**config.mk**
```make
export PLATFORM = sky130hd
export DESIGN_NAME = set_assoc_cache_fifo_top
export DESIGN_NICKNAME = d
export VERILOG_FILES = /design/src/rtl/sacf_pkg.sv /design/src/rtl/sacf_ram.sv /design/src/rtl/sacf_match.sv /design/src/rtl/set_assoc_cache_fifo_top.sv
export SDC_FILE = /design/constraint.sdc
export NUM_CORES = 2
export LEC_CHECK = 0
export BUFFER_PORTS_ARGS = -buffer_cell sky130_fd_sc_hd__buf_2
export CAP_MARGIN = 20
export CORE_ASPECT_RATIO = 1.1
export CORE_MARGIN = 8
export CORE_UTILIZATION = 40
export DETAILED_ROUTE_END_ITERATION = 10
export PLACE_DENSITY_LB_ADDON = 0.12
export SLEW_MARGIN = 0
export SYNTH_ARGS = -nofsm -noshare
export SYNTH_HDL_FRONTEND = slang
export SYNTH_HIERARCHICAL = 1
export SYNTH_SLANG_ARGS = --single-unit
export TNS_END_PERCENT = 100
```
**constraint.sdc**
```tcl
create_clock -name aclk -period 11.2 [get_ports aclk]
set_input_delay 0.56 -clock aclk [delete_from_list [all_inputs] [get_ports aclk]]
set_output_delay 0.56 -clock aclk [all_outputs]
set_load 0.1 [all_outputs]
```
**src/rtl/sacf_pkg.sv**
```systemverilog
// Package for the set-associative cache tag store with FIFO replacement.
// Holds sizes, register indexes, the lookup result struct and field helpers.
// No dependencies.
package sacf_pkg;

    localparam int LINES          = 64;
    localparam int MAX_WAYS       = 8;
    localparam int ROWS           = LINES / MAX_WAYS;
    localparam int LINE_W         = $clog2(LINES);
    localparam int BANK_W         = $clog2(MAX_WAYS);
    localparam int ROW_W          = $clog2(ROWS);
    localparam int WAY_W          = 3;
    localparam int WAYS_W         = 4;
    localparam int SET_W          = 6;
    localparam int OFF_W          = 6;
    localparam int TAG_W          = 32;
    localparam int ADDR_W         = 32;
    localparam int FBITS_W        = 3;
    localparam int PTR_DEPTH      = 64;
    localparam int CFG_IDX_W      = 2;
    localparam int CFG_DATA_W     = 4;
    localparam int M_TDATA_W      = 48;

    localparam logic [FBITS_W-1:0] MAX_FIELD_BITS = 3'd6;

    localparam logic [CFG_IDX_W-1:0] CFG_OFFSET_BITS    = 2'd0;
    localparam logic [CFG_IDX_W-1:0] CFG_SET_INDEX_BITS = 2'd1;
    localparam logic [CFG_IDX_W-1:0] CFG_WAYS_IN_USE    = 2'd2;

    typedef struct packed {
        logic             hit;
        logic [WAY_W-1:0] way;
    } match_t;

    function automatic logic [FBITS_W-1:0] sat_bits(input logic [FBITS_W-1:0] v);
        return (v > MAX_FIELD_BITS) ? MAX_FIELD_BITS : v;
    endfunction

    function automatic logic [WAYS_W-1:0] eff_ways(input logic [WAYS_W-1:0] v);
        logic [WAYS_W-1:0] w;
        w = v;
        if (w == '0) w = WAYS_W'(1);
        if (w > WAYS_W'(MAX_WAYS)) w = WAYS_W'(MAX_WAYS);
        return w;
    endfunction

endpackage

```
**src/rtl/sacf_ram.sv**
```systemverilog
// Generic simple dual-port synchronous RAM, one write and one read port.
// Read data is registered. No dependencies.
module sacf_ram #(
    parameter int DEPTH = 8,
    parameter int WIDTH = 32
) (
    input  logic                     aclk,
    input  logic                     we,
    input  logic [$clog2(DEPTH)-1:0] waddr,
    input  logic [WIDTH-1:0]         wdata,
    input  logic                     re,
    input  logic [$clog2(DEPTH)-1:0] raddr,
    output logic [WIDTH-1:0]         rdata
);

    logic [WIDTH-1:0] mem [DEPTH];

    always_ff @(posedge aclk) begin
        if (we) begin
            mem[waddr] <= wdata;
        end
        if (re) begin
            rdata <= mem[raddr];
        end
    end

endmodule

```
**src/rtl/sacf_match.sv**
```systemverilog
// Way compare for one set: maps the banked tag reads back to way order
// and picks the lowest valid matching way. Depends on sacf_pkg.
module sacf_match (
    input  logic [sacf_pkg::MAX_WAYS-1:0][sacf_pkg::TAG_W-1:0] bank_tag,
    input  logic [sacf_pkg::LINES-1:0]                         line_valid,
    input  logic [sacf_pkg::LINE_W-1:0]                        base_line,
    input  logic [sacf_pkg::WAYS_W-1:0]                        ways,
    input  logic [sacf_pkg::TAG_W-1:0]                         tag,
    output sacf_pkg::match_t                                   result
);
    import sacf_pkg::*;

    logic [MAX_WAYS-1:0] way_hit;

    always_comb begin
        logic [LINE_W-1:0] ln;
        for (int k = 0; k < MAX_WAYS; k++) begin
            ln = base_line + LINE_W'(k);
            way_hit[k] = (WAYS_W'(k) < ways) && line_valid[ln]
                         && (bank_tag[ln[BANK_W-1:0]] == tag);
        end
    end

    always_comb begin
        result.hit = |way_hit;
        result.way = '0;
        for (int k = MAX_WAYS - 1; k >= 0; k--) begin
            if (way_hit[k]) result.way = WAY_W'(k);
        end
    end

endmodule

```
**src/rtl/set_assoc_cache_fifo_top.sv**
```systemverilog
// Top level of the set-associative cache tag store with FIFO replacement.
// Depends on sacf_pkg, sacf_ram and sacf_match.
// Flow: tags and pointer are read at the accepting edge; the lookup state then
// compares, writes back and registers the result, holding while the output stalls.
// One item at a time, set by the read-modify-write of the tag banks and pointer RAM.
// Reset: line valid bits and pointer-written bits clear at once; no sweep.
module set_assoc_cache_fifo_top (
    input  logic                                aclk,
    input  logic                                aresetn,
    input  logic                                cfg_valid,
    output logic                                cfg_ready,
    input  logic [sacf_pkg::CFG_IDX_W-1:0]      cfg_index,
    input  logic [sacf_pkg::CFG_DATA_W-1:0]     cfg_data,
    input  logic                                s_tvalid,
    output logic                                s_tready,
    input  logic [sacf_pkg::ADDR_W-1:0]         s_tdata,  // address
    output logic                                m_tvalid,
    input  logic                                m_tready,
    output logic [sacf_pkg::M_TDATA_W-1:0]      m_tdata,  // tag_value, set_number,
                                                          // byte_offset, way_used, pad
    output logic                                m_tuser   // hit
);
    import sacf_pkg::*;

    typedef enum logic [1:0] {
        ST_IDLE   = 2'b01,
        ST_LOOKUP = 2'b10
    } state_t;

    state_t state_reg, state_next;

    logic [FBITS_W-1:0] offset_bits_reg, set_index_bits_reg;
    logic [WAYS_W-1:0]  ways_reg;

    logic [LINES-1:0]     line_valid_reg;
    logic [PTR_DEPTH-1:0] ptr_written_reg;

    logic [TAG_W-1:0]  tag_reg;
    logic [SET_W-1:0]  set_reg;
    logic [OFF_W-1:0]  off_reg;
    logic [LINE_W-1:0] base_reg;

    logic                 m_tvalid_reg;
    logic [M_TDATA_W-1:0] m_tdata_reg;
    logic                 m_tuser_reg;

    logic accept, adv;
    logic [FBITS_W-1:0] ob, ib;
    logic [OFF_W-1:0]   in_off;
    logic [SET_W-1:0]   in_set;
    logic [TAG_W-1:0]   in_tag;
    logic [LINE_W-1:0]  in_base;
    logic [ADDR_W-1:0]  shifted;
    logic [SET_W+WAYS_W-1:0] set_prod;

    logic [MAX_WAYS-1:0][ROW_W-1:0] rd_row;
    logic [MAX_WAYS-1:0][TAG_W-1:0] bank_tag;
    logic [MAX_WAYS-1:0]            bank_we;
    logic [WAY_W-1:0]               ptr_rdata;

    match_t            match;
    logic [WAYS_W-1:0] ptr_cur, ptr_eff, ptr_inc, ptr_new;
    logic [WAY_W-1:0]  fill_way, way_out;
    logic [LINE_W-1:0] fill_line;
    logic              fill;

    assign cfg_ready = 1'b1;
    assign accept    = s_tvalid && s_tready;
    assign s_tready  = (state_reg == ST_IDLE);
    assign adv       = (state_reg == ST_LOOKUP) && (!m_tvalid_reg || m_tready);

    // field split of the incoming address
    always_comb begin
        ob       = sat_bits(offset_bits_reg);
        ib       = sat_bits(set_index_bits_reg);
        in_off   = OFF_W'(s_tdata & ((ADDR_W'(1) << ob) - ADDR_W'(1)));
        shifted  = s_tdata >> ob;
        in_set   = SET_W'(shifted & ((ADDR_W'(1) << ib) - ADDR_W'(1)));
        in_tag   = s_tdata >> ({1'b0, ob} + {1'b0, ib});
        set_prod = {{WAYS_W{1'b0}}, in_set} * {{SET_W{1'b0}}, ways_reg};
        in_base  = set_prod[LINE_W-1:0];
    end

    // each bank holds at most one line of the set's window
    always_comb begin
        logic [BANK_W-1:0] k;
        logic [LINE_W-1:0] ln;
        for (int b = 0; b < MAX_WAYS; b++) begin
            k         = BANK_W'(b) - in_base[BANK_W-1:0];
            ln        = in_base + LINE_W'(k);
            rd_row[b] = ln[LINE_W-1:BANK_W];
        end
    end

    always_comb begin
        ptr_cur   = ptr_written_reg[set_reg] ? WAYS_W'(ptr_rdata) : '0;
        ptr_eff   = (ptr_cur >= ways_reg) ? '0 : ptr_cur;
        ptr_inc   = ptr_eff + WAYS_W'(1);
        ptr_new   = (ptr_inc >= ways_reg) ? '0 : ptr_inc;
        fill_way  = ptr_eff[WAY_W-1:0];
        fill_line = base_reg + LINE_W'(fill_way);
        fill      = adv && !match.hit;
        way_out   = match.hit ? match.way : fill_way;
        for (int b = 0; b < MAX_WAYS; b++) begin
            bank_we[b] = fill && (fill_line[BANK_W-1:0] == BANK_W'(b));
        end
    end

    for (genvar b = 0; b < MAX_WAYS; b++) begin : g_bank
        sacf_ram #(
            .DEPTH(ROWS),
            .WIDTH(TAG_W)
        ) u_tag_bank (
            .aclk  (aclk),
            .we    (bank_we[b]),
            .waddr (fill_line[LINE_W-1:BANK_W]),
            .wdata (tag_reg),
            .re    (accept),
            .raddr (rd_row[b]),
            .rdata (bank_tag[b])
        );
    end

    sacf_ram #(
        .DEPTH(PTR_DEPTH),
        .WIDTH(WAY_W)
    ) u_ptr_ram (
        .aclk  (aclk),
        .we    (fill),
        .waddr (set_reg),
        .wdata (ptr_new[WAY_W-1:0]),
        .re    (accept),
        .raddr (in_set),
        .rdata (ptr_rdata)
    );

    sacf_match u_match (
        .bank_tag   (bank_tag),
        .line_valid (line_valid_reg),
        .base_line  (base_reg),
        .ways       (ways_reg),
        .tag        (tag_reg),
        .result     (match)
    );

    always_comb begin
        state_next = state_reg;
        case (state_reg)
            ST_IDLE: begin
                if (accept) state_next = ST_LOOKUP;
            end
            ST_LOOKUP: begin
                if (adv) state_next = ST_IDLE;
            end
            default: state_next = ST_IDLE;
        endcase
    end

    always_ff @(posedge aclk) begin
        if (!aresetn) begin
            state_reg          <= ST_IDLE;
            offset_bits_reg    <= 3'd3;
            set_index_bits_reg <= 3'd2;
            ways_reg           <= 4'd4;
            line_valid_reg     <= '0;
            ptr_written_reg    <= '0;
            m_tvalid_reg       <= 1'b0;
        end else begin
            state_reg <= state_next;
            if (cfg_valid && cfg_ready) begin
                case (cfg_index)
                    CFG_OFFSET_BITS:    offset_bits_reg    <= cfg_data[FBITS_W-1:0];
                    CFG_SET_INDEX_BITS: set_index_bits_reg <= cfg_data[FBITS_W-1:0];
                    CFG_WAYS_IN_USE:    ways_reg           <= eff_ways(cfg_data);
                    default: ;
                endcase
            end
            if (fill) begin
                line_valid_reg[fill_line] <= 1'b1;
                ptr_written_reg[set_reg]  <= 1'b1;
            end
            if (adv) begin
                m_tvalid_reg <= 1'b1;
            end else if (m_tready) begin
                m_tvalid_reg <= 1'b0;
            end
        end
    end

    always_ff @(posedge aclk) begin
        if (accept) begin
            tag_reg  <= in_tag;
            set_reg  <= in_set;
            off_reg  <= in_off;
            base_reg <= in_base;
        end
        if (adv) begin
            m_tdata_reg <= {1'b0, way_out, off_reg, set_reg, tag_reg};
            m_tuser_reg <= match.hit;
        end
    end

    assign m_tvalid = m_tvalid_reg;
    assign m_tdata  = m_tdata_reg;
    assign m_tuser  = m_tuser_reg;

    a_one_item: assert property (@(posedge aclk) disable iff (!aresetn)
        accept |=> !s_tready)
        else $error("second item taken during lookup");

    a_result_due: assert property (@(posedge aclk) disable iff (!aresetn)
        adv |=> m_tvalid)
        else $error("lookup finished without a result");

    a_fill_valid: assert property (@(posedge aclk) disable iff (!aresetn)
        fill |=> line_valid_reg[$past(fill_line)])
        else $error("filled line not marked valid");

    a_hit_in_range: assert property (@(posedge aclk) disable iff (!aresetn)
        (adv && match.hit) |-> (WAYS_W'(match.way) < ways_reg))
        else $error("hit reported beyond ways in use");

    a_fill_in_range: assert property (@(posedge aclk) disable iff (!aresetn)
        fill |-> (WAYS_W'(fill_way) < ways_reg))
        else $error("fill way beyond ways in use");

endmodule

```
# == Yosys cells after proc, flatten, opt, wreduce, memory -nomap -nowiden ==
# Memories as Yosys holds them, arrays and structs flattened. A register that Yosys moved wholly into a read port is not among the register bits.
# Cells that the tools add are included.
# classes
add_sub_neg,28
n_mux,80
reduce_logical,41
magnitude_cmp,33
n_bitwise,4
mul,1
n_shift,4
n_eq_ne,21
# op_table
cell,count
binary-select mux 32 bit (select 3 bit),8
equality test 32 bit,8
2-to-1 mux 32 bit,8
OR 64 bit,2
less-than comparator 6 x 7 -> 1 bit (second input constant),10
adder 6 x 3 -> 6 bit,9
binary-select mux 1 bit (select 6 bit),9
2-to-1 mux 3 bit,14
less-than comparator 3 x 4 -> 1 bit (second input constant),8
right shift 32 x 3 -> 6 bit,1
right shift 32 x 4 -> 32 bit,1
2-to-1 mux 1 bit,31
logical AND 1 bit,29
adder 6 x 3 -> 6 bit (second input constant),4
2-to-1 mux 4 bit,5
less-than comparator 3 x 4 -> 1 bit (first input constant),4
adder 6 x 2 -> 6 bit (second input constant),2
bitwise AND 6 bit,2
demux 1 bit (select 6 bit),2
equality test 3 bit (second input constant),4
greater-or-equal comparator 6 x 1 -> 1 bit (second input constant),2
<< shifter 1 x 3 -> 6 bit (first input constant),2
subtractor 3 bit (first input constant),4
subtractor 6 x 1 -> 6 bit (second input constant),2
other kinds (28),41
# word_totals
ram_bits,2240
input_bits,43
output_inout_bits,52
ff_bits,239
elab_cells,234
n_memories,9
# mem_list
memory,depth,width,read_ports,rd_ports_with_merged_regs,wr,line,rtl
g_bank[0].u_tag_bank.mem,8,32,1,1,1,sacf_ram.sv:16,logic [WIDTH-1:0] mem [DEPTH];
g_bank[1].u_tag_bank.mem,8,32,1,1,1,sacf_ram.sv:16,
g_bank[2].u_tag_bank.mem,8,32,1,1,1,sacf_ram.sv:16,
g_bank[3].u_tag_bank.mem,8,32,1,1,1,sacf_ram.sv:16,
g_bank[4].u_tag_bank.mem,8,32,1,1,1,sacf_ram.sv:16,
g_bank[5].u_tag_bank.mem,8,32,1,1,1,sacf_ram.sv:16,
3 more memories,--,--,--,--,--,--,

# == Logic depth before layout (Yosys ltp) ==
# logic_depth
ltp_word,14
mapped_depth,31
depth_no_buf,22

# == Cells and area by module ==
# The synthesis kept the hierarchy.
# modules_own_cells
module,area_per_inst_um2,n_inst,seq_area_each_um2,cells_per_inst
sacf_ram (g_bank[0].u_tag_bank ...),10786.6,8,8648.3,415
sacf_match,19986.7,1,0.0,1820
set_assoc_cache_fifo_top,11931.4,1,5765.5,1107
sacf_ram (u_ptr_ram),7893.8,1,5855.6,423

# == Least setup slack after synthesis ==
# No wires, ideal clock.
# synth_timing
kind,flip-flop to flip-flop
from,register state_reg[0]
to,register state_reg[0]
required_ns,11.081
path_stages_with_launch,5
path_buffers,0
setup_ns,0.119
slack_ns,1.524
synth_period_minus_slack_ns,9.676
arrival_ns,9.557
cell_sequence,dfxtp_1 -> nor2b_1 -> and2_1 -> o21a_1 -> inv_1
# synth_via
elab_chain_cells,4
elab_cells_between_ends,8
classes_between,eq/ne: 4; mux: 1; reduce/logical: 3
# synth_rtl
element,line,rtl
start: declaration,set_assoc_cache_fifo_top.sv:30,"state_t state_reg, state_next;"
start signal: assignment,set_assoc_cache_fifo_top.sv:169,state_reg <= state_next;
equality test 2 x 1 -> 1 bit,set_assoc_cache_fifo_top.sv:69,assign s_tready = (state_reg == ST_IDLE);
via s_tready,set_assoc_cache_fifo_top.sv:15,"output logic s_tready,"
logical AND 1 bit,set_assoc_cache_fifo_top.sv:68,assign accept = s_tvalid && s_tready;
via accept,set_assoc_cache_fifo_top.sv:47,"logic accept, adv;"
!= test 2 x 1 -> 1 bit (no source line),--,
AND reduction 2 bit (no source line),--,
# The timed path passes the listed nets, and every way through them passes these cells.
# A chain may end at the register's enable or synchronous reset.

==> results.py <==
metrics = {
    "synth": {
        "synth_area_leaders": "edfxtp_1, mux4_2, mux4_1",
        "syn-num-nets": 6755,
        "post-synth-top-count-cell": "edfxtp_1",
        "yosysWarnings": 6,
        "synth_top_area_frac": 0.618,
        "yosys.area.top_type": "edfxtp_1",
        "syn_inst": 6670,
        "mappedNetlistArea_sq_um": 126000,
        "ys_types": 100,
        "synth-edff-count": 2597,
        "async_flop_share": 0,
        "synth_seq_cells": 2738,
        "yosysSeqAreaShare": 0.641,
        "avgSynthCellArea_sq_um": 18.9,
        "synth_common_cells": "edfxtp_1, mux4_2, mux4_1",
        "synthFlopType": "edfxtp_1",
    },
    "timing": {
        "slew_headroom": 0.240,
        "fin_crit_ns": 8.59,
        "fin_worst_skew_ns": 0.0487,
        "drv_slew": 0,
        "tightest_slew_ns": 1.14,
        "hold_viol": 0,
        "setup_viol": 0,
        "rsz0062_at_grt": "false",
        "fin_setup_tns_ns": 0,
        "fin_crit_sh": 0.767,
        "max_freq_mhz": 116,
    },
    "power_and_ir_drop": {
        "powerDensity_nw_per_um2": 186,
        "p_leak_nw": 45.6,
        "ir_worst_vdd_mv": 0.123,
    },
    "setup_path": {
        "rr_startpoint": "base_reg[1]$_DFFE_PP_",
        "rrSetupSlack_ns": 2.61,
        "endpoint_kind": "flip-flop",
        "crit_type": "reg -> reg",
        "crit_path_start": "base_reg[1]$_DFFE_PP_",
        "crit_fanout": 47,
        "start_kind": "flip-flop",
        "cp.arrival_ns": 9.21,
        "required_ns": 11.83,
    },
    "routing": {
        "via_per_inst": 6.15,
        "dr_total_vias": 69400,
        "drt_iter0_markers": 7814,
        "routed_wl_mm": 426,
        "dr.pass1.iters": 6,
        "wl_per_cell_um": 37.8,
        "ant_nets": 0,
        "drc": 0,
    },
    "grt": {
        "grt_overflow_total": 0,
        "grt_max_degree": 118,
        "grt_pass1_vias": 69300,
        "grt_pass1_wl_mm": 583,
        "grt_use_total": 0.251,
        "antenna_found_initial": 36,
    },
    "outcome": {
        "status": "completed",
    },
    "clock_network": {
        "clock_latency_ns": 0.91,
        "cts_tree": "done",
        "postCtsHoldBufs": 8,
        "clkSinkCount": 2738,
        "post_cts_resized": 0,
        "htree_levels": 5,
        "cts_buffer_depth": 4,
        "root_buffer": "clkbuf_16",
        "post_cts_buffers": 0,
        "clkTransAtPathRegs_ns": 0.06,
        "cts_buffers": 294,
    },
    "placed_design": {
        "dpl.hpwl_mm": 283,
        "placed_cells": 10700,
        "place_congestion": 0.977,
        "io_buffers": 92,
        "placed_area_sq_um": 132000,
    },
    "cells_and_area": {
        "fin_nets": 6978,
        "layout-drive-gt1-share": 0.271,
        "fin_area_sq_um": 142000,
        "area_delta_synth_final_pct": 12.3,
        "largest_reg_flops": 2048,
        "reg_top3": "g_bank.u_tag_bank/mem: 2048 flops, g_bank.u_tag_bank/rdata: 256 flops, u_ptr_ram/mem: 192 flops",
        "top_register": "g_bank.u_tag_bank/mem",
        "instances_no_fill": 11300,
    },
    "min_path": {
        "hold_path_startpoint": "s_tdata[2]",
        "min_path_type": "in -> reg",
    },
    "die": {
        "io_pins": 95,
        "start_util": 0.401,
        "core_area_sq_um": 314000,
        "die_area_sq_um": 334000,
        "die_w_um": 551,
        "row_count": 216,
        "die_y_um": 605,
    },
    "job": {
        "drv_cap": 0,
    },
}
==> worst paths after layout <==
check / end / cells after the start
worst max register to register: g_bank[0].u_tag_bank/mem[1][0]$_DFFE_PP_ / 20
worst max-delay path: g_bank[0].u_tag_bank/mem[1][0]$_DFFE_PP_ / 20
worst min register to register: m_tdata[40]$_DFFE_PP_ / 0
worst min-delay path: off_reg[2]$_DFFE_PP_ / 2
==> logic make-up (layout without fill, tap and decap cells) <==
logic type      Yosys count  in the layout  share of synthesized area
fa+ha+maj                42             42                    0.00458
compound gates          489            489                     0.0271
buf+inv                 502            957                     0.0234
other cells               2             17                  0.0000596
mux                    1659           1659                      0.245
flops                  2738           2738                      0.641
simple gates            931            931                     0.0364
xor+xnor                307            307                     0.0223
==> critical path, stage by stage, from the launching register on <==
cell	delay, ns
edfxtp_1	0.32
buf_4	0.38
inv_1	0.25
ha_4	0.91
buf_12	0.36
mux2_2	0.39
a22oi_1	0.90
o21ai_0	0.18
a2111oi_0	0.78
nand4_1	0.19
nor4_2	0.40
nand4b_1	0.27
nand3_1	0.21
nand2b_1	0.38
or3_1	0.38
nor2_1	0.14
nand2_1	0.42
inv_1	0.42
nand2b_1	0.42
nor2_4	0.23
buf_4	0.27
==> area by class of cell <==
cell class                 count  area, sq um
tap                         4142         5180
fill                       26800       173000
clock inverter               184         1900
clock buffer                 344         7600
inverter                      63          244
timing repair buffer         366         2800
sequential                  2738        80800
antenna                       15         37.5
multi-input combinational   3430        43100
==> metal layers <==
metal,up-vias,GRT usage,wire (um)
met4,6,0.111,22500
met2,2757,0.400,199000
li1,28300,-,-
met5,-,0,46
met1,37700,0.338,177000
met3,664,0.0445,27900
==> cells in the final DEF, fill, tap and decap left out, types with 50 or more instances in the layout <==
| cell | Yosys | layout |
|---|---|---|
| a21oi_1 | 136 | 135 |
| buf_2 | 138 | 91 |
| buf_4 | 40 | 247 |
| clkbuf_16 | 0 | 296 |
| clkinv_1 | 6 | 67 |
| dfxtp_1 | 141 | 141 |
| edfxtp_1 | 2597 | 2597 |
| mux2_2 | 311 | 311 |
| mux2i_1 | 332 | 331 |
| mux4_1 | 333 | 333 |
| mux4_2 | 681 | 681 |
| nand2_1 | 178 | 178 |
| nand2b_1 | 58 | 58 |
| nand3_1 | 57 | 57 |
| nand4_1 | 59 | 59 |
| nor2_1 | 311 | 260 |
| nor2_4 | 0 | 50 |
| nor2b_1 | 88 | 88 |
| o21a_1 | 76 | 76 |
| xnor2_1 | 223 | 207 |
| xor2_1 | 75 | 71 |
==> per-stage QoR <==
step | util | hold WS [ns] | total power, mW | setup WS (ns)
after global routing | 0.451 | 0.0595 | 27.2 | 2.50
final | 0.451 | 0.0937 | 26.4 | 2.61
after floorplan | - | 0.400 | 15.1 | 1.52
after global placement | 0.420 | 0.401 | 16.9 | 2.74
after detailed placement | 0.420 | 0.405 | 16.9 | 2.73
after CTS | 0.450 | 0.0158 | 26.6 | 2.69
==> report_power, final <==
group	leakage, nW	total [mW]	switching, mW	internal (mW)
Sequential	24.8	12.2	0.584	11.6
Clock	4.60	9.63	4.08	5.55
Combinational	16.2	4.57	2.72	1.85
Note: power is estimated with default switching activity, not from simulation.
